### config.mk
export PLATFORM = sky130hd
export DESIGN_NAME = bclm_scan
export DESIGN_NICKNAME = d
export VERILOG_FILES = /design/src/design/bclm_pkg.sv /design/src/design/bclm_scan.sv
export SDC_FILE = /design/constraint.sdc
export NUM_CORES = 1
export LEC_CHECK = 0
export BUFFER_PORTS_ARGS = -buffer_cell sky130_fd_sc_hd__buf_4
export CAP_MARGIN = 20
export CORE_UTILIZATION = 25
export DETAILED_ROUTE_END_ITERATION = 8
export PLACE_DENSITY = 0.48
export SYNTH_ARGS = -nofsm -noshare
export SYNTH_HDL_FRONTEND = slang
export SYNTH_SLANG_ARGS = --single-unit
export TNS_END_PERCENT = 30
### constraint.sdc
create_clock -name clock -period 10.3 [get_ports clock]
set_input_delay 2.06 -clock clock [delete_from_list [all_inputs] [get_ports clock]]
set_output_delay 2.06 -clock clock [all_outputs]
set_load 0.05 [all_outputs]
### src/design/bclm_pkg.sv
// Package for the block cache tag/LRU manager: field widths, request and
// status codes, and the structs shared by the top level and the scan unit.
// No dependencies.
`default_nettype none

package bclm_pkg;

   localparam int SLOTS_DEFAULT = 256;

   localparam int REQ_W    = 2;
   localparam int DEV_W    = 32;
   localparam int BLK_W    = 64;
   localparam int STAMP_W  = 64;
   localparam int SLOT_W   = 8;
   localparam int STATUS_W = 2;

   // request codes
   localparam logic [REQ_W-1:0] REQ_READ  = 2'd0;
   localparam logic [REQ_W-1:0] REQ_WRITE = 2'd1;
   localparam logic [REQ_W-1:0] REQ_SYNC  = 2'd2;

   // status codes
   localparam logic [STATUS_W-1:0] STATUS_OK         = 2'd0;
   localparam logic [STATUS_W-1:0] STATUS_FETCH_FAIL = 2'd1;
   localparam logic [STATUS_W-1:0] STATUS_NO_DIRTY   = 2'd2;

   typedef struct packed {
      logic [DEV_W-1:0] device;
      logic [BLK_W-1:0] block;
   } tag_type;

   // per-entry control presented to the scan unit
   typedef struct packed {
      logic live;
      logic valid;
      logic dirty;
   } elem_ctrl_type;

   // scan summary flags
   typedef struct packed {
      logic hit_found;
      logic free_found;
      logic best_dirty;
      logic sync_found;
   } scan_flags_type;

endpackage

`default_nettype wire

### src/design/bclm_scan.sv
// Scan unit: evaluates one tag entry per cycle and keeps the running lookup,
// free-slot, victim and first-dirty results. Depends on bclm_pkg.
`default_nettype none

module bclm_scan #(
   parameter int  SLOTS = bclm_pkg::SLOTS_DEFAULT,
   localparam int IW    = $clog2(SLOTS)
) (
   input  wire logic                            clock,
   input  wire logic                            reset,
   input  wire logic                            start,
   input  wire bclm_pkg::elem_ctrl_type         elem_ctrl,
   input  wire logic [IW-1:0]                   elem_idx,
   input  wire bclm_pkg::tag_type               elem_tag,
   input  wire logic [bclm_pkg::STAMP_W-1:0]    elem_stamp,
   input  wire bclm_pkg::tag_type               key,
   output bclm_pkg::scan_flags_type             flags,
   output logic [IW-1:0]                        hit_idx,
   output logic [IW-1:0]                        free_idx,
   output logic [IW-1:0]                        best_idx,
   output bclm_pkg::tag_type                    best_tag,
   output logic [IW-1:0]                        sync_idx,
   output bclm_pkg::tag_type                    sync_tag
);

   bclm_pkg::scan_flags_type         flags_ff, flags_in;
   logic [IW-1:0]                    hit_idx_ff, hit_idx_in;
   logic [IW-1:0]                    free_idx_ff, free_idx_in;
   logic [IW-1:0]                    best_idx_ff, best_idx_in;
   bclm_pkg::tag_type                best_tag_ff, best_tag_in;
   logic [bclm_pkg::STAMP_W-1:0]     best_stamp_ff, best_stamp_in;
   logic [IW-1:0]                    sync_idx_ff, sync_idx_in;
   bclm_pkg::tag_type                sync_tag_ff, sync_tag_in;
   logic                             match;
   logic                             better;

   assign match  = elem_ctrl.valid && (elem_tag == key);
   // clean beats dirty, then older stamp; strict so ties keep the lower index
   assign better = (!elem_ctrl.dirty && flags_ff.best_dirty) ||
                   ((elem_ctrl.dirty == flags_ff.best_dirty) &&
                    (elem_stamp < best_stamp_ff));

   always_comb begin
      flags_in      = flags_ff;
      hit_idx_in    = hit_idx_ff;
      free_idx_in   = free_idx_ff;
      best_idx_in   = best_idx_ff;
      best_tag_in   = best_tag_ff;
      best_stamp_in = best_stamp_ff;
      sync_idx_in   = sync_idx_ff;
      sync_tag_in   = sync_tag_ff;
      if (start) begin
         flags_in = '0;
      end else if (elem_ctrl.live) begin
         if (!flags_ff.hit_found && match) begin
            flags_in.hit_found = 1'b1;
            hit_idx_in         = elem_idx;
         end
         if (!flags_ff.free_found && !elem_ctrl.valid) begin
            flags_in.free_found = 1'b1;
            free_idx_in         = elem_idx;
         end
         if (!flags_ff.free_found && elem_ctrl.valid &&
             ((elem_idx == '0) || better)) begin
            flags_in.best_dirty = elem_ctrl.dirty;
            best_idx_in         = elem_idx;
            best_tag_in         = elem_tag;
            best_stamp_in       = elem_stamp;
         end
         if (!flags_ff.sync_found && elem_ctrl.valid && elem_ctrl.dirty) begin
            flags_in.sync_found = 1'b1;
            sync_idx_in         = elem_idx;
            sync_tag_in         = elem_tag;
         end
      end
   end

   always_ff @(posedge clock) begin
      if (reset) begin
         flags_ff <= '0;
      end else begin
         flags_ff <= flags_in;
      end
      hit_idx_ff    <= hit_idx_in;
      free_idx_ff   <= free_idx_in;
      best_idx_ff   <= best_idx_in;
      best_tag_ff   <= best_tag_in;
      best_stamp_ff <= best_stamp_in;
      sync_idx_ff   <= sync_idx_in;
      sync_tag_ff   <= sync_tag_in;
   end

   assign flags    = flags_ff;
   assign hit_idx  = hit_idx_ff;
   assign free_idx = free_idx_ff;
   assign best_idx = best_idx_ff;
   assign best_tag = best_tag_ff;
   assign sync_idx = sync_idx_ff;
   assign sync_tag = sync_tag_ff;

endmodule

`default_nettype wire

## After elaboration in Yosys (flattened, before gate mapping)

Cells that the tools add are included.

- Flip-flop bits (word level): 292
- Logic and storage cells: 43
- Output and inout bits: 228
- Input port bits: 270

- Reductions and logical operators: 26
- Order comparisons: 1
- Bitwise logic cells: 1
- Equal/unequal tests: 2

Operator list:

| cell | count |
|---|---|
| $eq A96 B96 Y1 | 1 |
| $lt A64 B64 Y1 | 1 |
| $reduce_and A3 Y1 | 4 |
| $logic_and A1 B1 Y1 | 9 |
| $logic_not A8 Y1 | 1 |
| $reduce_and A2 Y1 | 4 |
| $logic_not A1 Y1 | 5 |
| $logic_or A1 B1 Y1 | 2 |
| $reduce_or A2 Y1 | 1 |
| $eq A1 B1 Y1 | 1 |
| $not A1 Y1 | 1 |

## Longest topological paths before layout

- Depth in word-level cells: 6
- Depth in mapped cells: 9

## Worst setup path before layout

OpenSTA, ideal clock, no wires.

- Path kind: input to register
- Start: in elem_stamp[1] (netlist bit)
- End: reg best_idx_ff[0], in the netlist best_idx[0] (enable)
- Library setup time: 698 ps
- Stages on the path: 7
- Slack: -717 ps
- Path buffers: 0
- Arrival: 10319 ps
- Data required time: 9602 ps
- Cell sequence: ha_1 > a211o_1 > a2111oi_4 > o221ai_2 > a21oi_2 > o21ai_2 > nor2_1

- Word-level cells in the longest chain between the ends: 6

RTL lines:

| element | RTL line | source |
|---|---|---|
| start: declaration | bclm_scan.sv:15 | `input wire logic [bclm_pkg::STAMP_W-1:0] elem_stamp,` |
| $lt A64 B64 Y1 | bclm_scan.sv:41 | `(elem_stamp < best_stamp_ff));` |
| $logic_and A1 B1 Y1 | bclm_scan.sv:40 | `((elem_ctrl.dirty == flags_ff.best_dirty) &&` |
| $logic_or A1 B1 Y1 | bclm_scan.sv:39 | `assign better = (!elem_ctrl.dirty && flags_ff.best_dirty) \|\|` |
| $logic_or A1 B1 Y1 | bclm_scan.sv:64 | `((elem_idx == '0) \|\| better)) begin` |
| $logic_and A1 B1 Y1 | bclm_scan.sv:63 | `if (!flags_ff.free_found && elem_ctrl.valid &&` |
| $reduce_and A3 Y1 (no line) | n/a |  |
| end signal: assignment | bclm_scan.sv:86 | `best_idx_ff <= best_idx_in;` |
| end: declaration | bclm_scan.sv:29 | `logic [IW-1:0] best_idx_ff, best_idx_in;` |

No other way between the ends.
A chain may end at the register's enable or synchronous reset.

## Final worst setup path

- Start: in elem_stamp[51] (netlist bit)
- End: reg best_tag_ff, in the netlist best_tag[86] (enable)

- Word-level cells in the longest chain between the ends: 6

RTL lines:

| element | RTL line | source |
|---|---|---|
| $lt A64 B64 Y1 | bclm_scan.sv:41 |  |
| $logic_and A1 B1 Y1 | bclm_scan.sv:40 |  |
| $logic_or A1 B1 Y1 | bclm_scan.sv:39 |  |
| $logic_or A1 B1 Y1 | bclm_scan.sv:64 |  |
| $logic_and A1 B1 Y1 | bclm_scan.sv:63 |  |
| $reduce_and A3 Y1 (no line) | n/a |  |
| end signal: assignment | bclm_scan.sv:87 | `best_tag_ff <= best_tag_in;` |
| end: declaration | bclm_scan.sv:30 | `bclm_pkg::tag_type best_tag_ff, best_tag_in;` |

No other way between the ends.

==> impl_metrics.csv <==
group,metric,value,unit
route,drtAntennaViolNets,0,
synthesis,ys_types,42,
synthesis,synth_common_cells,"edfxtp_1, inv_1, ha_1",
critical_path,endpoint,"best_tag[86]",
floorplanning,die_width,218,µm
critical_path,critical_path.startpoint,"elem_stamp[51]",
flow_run,cap_violations,0,
clocking,cts_tree,"built",
synthesis,synth_nets,1043,
place,gp_congestion,0.834,
synthesis,synth_seq_cells,292,
sta,period_share,0.445,
sta,max_freq,218,MHz
route,drt_iter0_drc,326,
critical_path,cpLargestDelayFamily,"compound AO/OA/AOI/OAI gates",
critical_path,cp_slowest_stage_delay,0.72,ns
finish,fin_util,0.378,
clocking,cts-root-buf,"clkbuf_16",
critical_path,path_cells,"buf_4 -> ha_1 -> a21oi_1 -> o21ai_0 -> o311a_1 -> o31ai_1 -> o21ai_2 -> nor2_4 -> buf_4",
critical_path,critPathBufInv,2,
sta,period_needed,4.59,ns
place,numPortBuffers,497,
pwr,p_leak,7.17,nW
critical_path,crit_required,10.46,ns
floorplanning,die_area,47400,µm²
finish,seqCellArea,8730,µm²
synthesis,synth-async-reset-ratio,0,
grt,grt-ovfl-total,0,
critical_path,crit_arrival,4.75,ns
critical_path,cp.depth,9,
grt,grt_usage,0.168,
synthesis,yosys_warnings,0,
synthesis,syn_avg_cell_area,16.4,µm²
critical_path,crit_path_end_kind,"flip-flop",
synthesis,ys.flop_type,"edfxtp_1",
route,via_per_inst,4.26,
route,drc,0,
grt,grt_max_degree,62,
floorplanning,initial_core_util,0.255,
place,place_ws,5.14,ns
floorplanning,io_pins,498,
synthesis,yosysMostFrequentCell,"edfxtp_1",
sta,rsz0062_at_grt,"false",
critical_path,timing.critical_path.mode_cell,"buf_4",
route,wl_per_cell,21.8,µm
critical_path,cp_max_fo,61,
route,dr_total_vias,7987,
critical_path,reg2reg_from,"best_stamp_ff[1]",
grt,grt_pass1_wl,56.4,mm
sta,setup_viol,0,
status,status,"finished clean",
synthesis,synth_top_cells_by_area,"edfxtp_1, ha_1, xor2_1",
critical_path,slowest_stage,"buf_4",
finish,finalNetCount,1583,
floorplanning,core,45600,µm²
place,dp_hpwl,32.7,mm
clocking,hold_buffers,0,
grt,antenna_found_initial,7,
floorplanning,die_y,218,µm
clocking,cts.clk_slew.worst_paths,0.06,ns
synthesis,syn_inst,709,
route,route.final.wire_length,40.9,mm
synthesis,synthesis.area,11600,µm²
clocking,clkLatencyLatePin,0.54,ns
pwr,power.density,160,nW/µm²
critical_path,rrSetupSlack,7.01,ns
floorplanning,rows,78,
pwr,p_total,2.75,mW
sta,final_hold_viol_count,0,
clocking,clock_sinks,292,
worst_hold_path,hold_class,"reg2reg",
finish,multiInputGateArea,2510,µm²
sta,slew_violations,0,
sta,worstMarginPinSlew,0.937,ns
critical_path,worstSetupPathType,"in2reg",
synthesis,yosysTopAreaCellShare,0.744,
critical_path,r2r-end,"best_tag[86]",
clocking,post_cts_buffers,0,
synthesis,yosys.area.top_type,"edfxtp_1",
sta,setup_ws,5.71,ns
critical_path,start_kind,"input pin",
synthesis,yosysSeqAreaShare,0.751,
clocking,post_cts_resized,0,
finish,syn2layout_area_growth,48.2,%
sta,fin_tns_setup,0,ns
synthesis,synth_edf_count,288,
sta,clock_skew,0.0118,ns
finish,drive_gt1_frac,0.441,
clocking,htreeDepth,2,
clocking,cts_inserted_buffers,35,
critical_path,rr_worst_depth,9,
finish,nFillCells,4426,
clocking,clockBufferDepth,3,
sta,relSlewSlack,0.372,
grt,grt_pass1_vias,8255,
pwr,peakVddDrop,0.000120,V
route,dr.pass1.iters,4,
worst reg2reg max path, cell delays in order (launching register included):
cell and delay [ns]:
edfxtp_1 0.36, inv_1 0.07, ha_1 0.22, a211o_1 0.31, a2111oi_4 0.38, o221ai_2 0.18
a21oi_2 0.21, o21ai_2 0.12, nor2_4 0.27, buf_4 0.72
routing by layer:
layer  part of all wire  vias up  GRT usage
met5             0.0018        -          0
met4              0.017       12     0.0420
li1                   -     3762          -
met2               0.51      303      0.302
met3               0.10       62     0.0637
met1               0.37     3848      0.184
stage by stage:
step | std cells | area [µm²] | hold slack [ns]
after floorplan | 709 | 11600 | 0.679
after global placement | 1811 | 16200 | 0.479
after detailed placement | 1811 | 16200 | 0.511
after CTS | 1873 | 17200 | 0.522
after global routing | 1875 | 17200 | 0.553
final | 1875 | 17200 | 0.512
registers in the layout (all words and copies together) (netlist names):
| signal | count |
|---|---|
| best_idx | 8 |
| sync_idx | 8 |
| sync_tag | 96 |
| best_stamp_ff | 64 |
| hit_idx | 8 |
| flags | 4 |
| free_idx | 8 |
| best_tag | 96 |
report_power, final:
part,leakage [nW],internal (mW),switching (mW),total (mW)
registers,2.64,1.33,0.00495,1.33
clock network,0.515,0.655,0.494,1.15
logic,4.01,0.118,0.154,0.272
total,7.17,2.10,0.653,2.75
layout make-up:
type                       count  area share
clock inverter                18     0.00588
tap                          600      0.0436
sequential                   292       0.507
clock buffer                  44      0.0552
antenna                        1    0.000145
inverter                     107      0.0233
timing repair buffer         503       0.219
multi-input combinational    310       0.146
layout by cell type (no fill, tap or decap), types with 2 or more instances in the layout:
master,instances
nor4_1,16
buf_4,502
a22o_1,2
o2bb2ai_1,9
clkbuf_8,2
clkbuf_16,36
a21oi_1,25
nand4_1,20
xor2_1,46
nand3_1,9
xnor2_1,11
ha_1,64
edfxtp_1,288
o211ai_1,2
a221oi_1,14
inv_1,107
o21ai_0,7
nor3_1,7
o22ai_1,14
a211oi_1,4
nand2_1,17
clkinvlp_4,2
a21o_1,5
dfxtp_1,4
nor2_1,13
clkbuf_1,6
clkinv_1,7
a21boi_0,2
clkinv_2,7
how the worst min path moves through the flow:
stage	cells past startpoint	slack [ns]	to	from
detailed placement	2	0.51	flags[0]	flags[0]
finish	2	0.51	flags[0]	flags[0]
CTS	2	0.52	flags[0]	flags[0]
global route	2	0.55	flags[1]	flags[1]
global placement	2	0.48	flags[0]	flags[0]
floorplan	2	0.68	flags[0]	flags[0]
kinds of logic after synthesis:
kind of cell	synth area share
AOI/OAI and AO/OA	0.0579
xor gates and xnor gates	0.0429
adders and majority gates	0.0689
buffers and inverters	0.0345
DFF	0.751
muxes	0.000861
and+or+nand+nor	0.0440
Power figures use the tool's default switching activity.
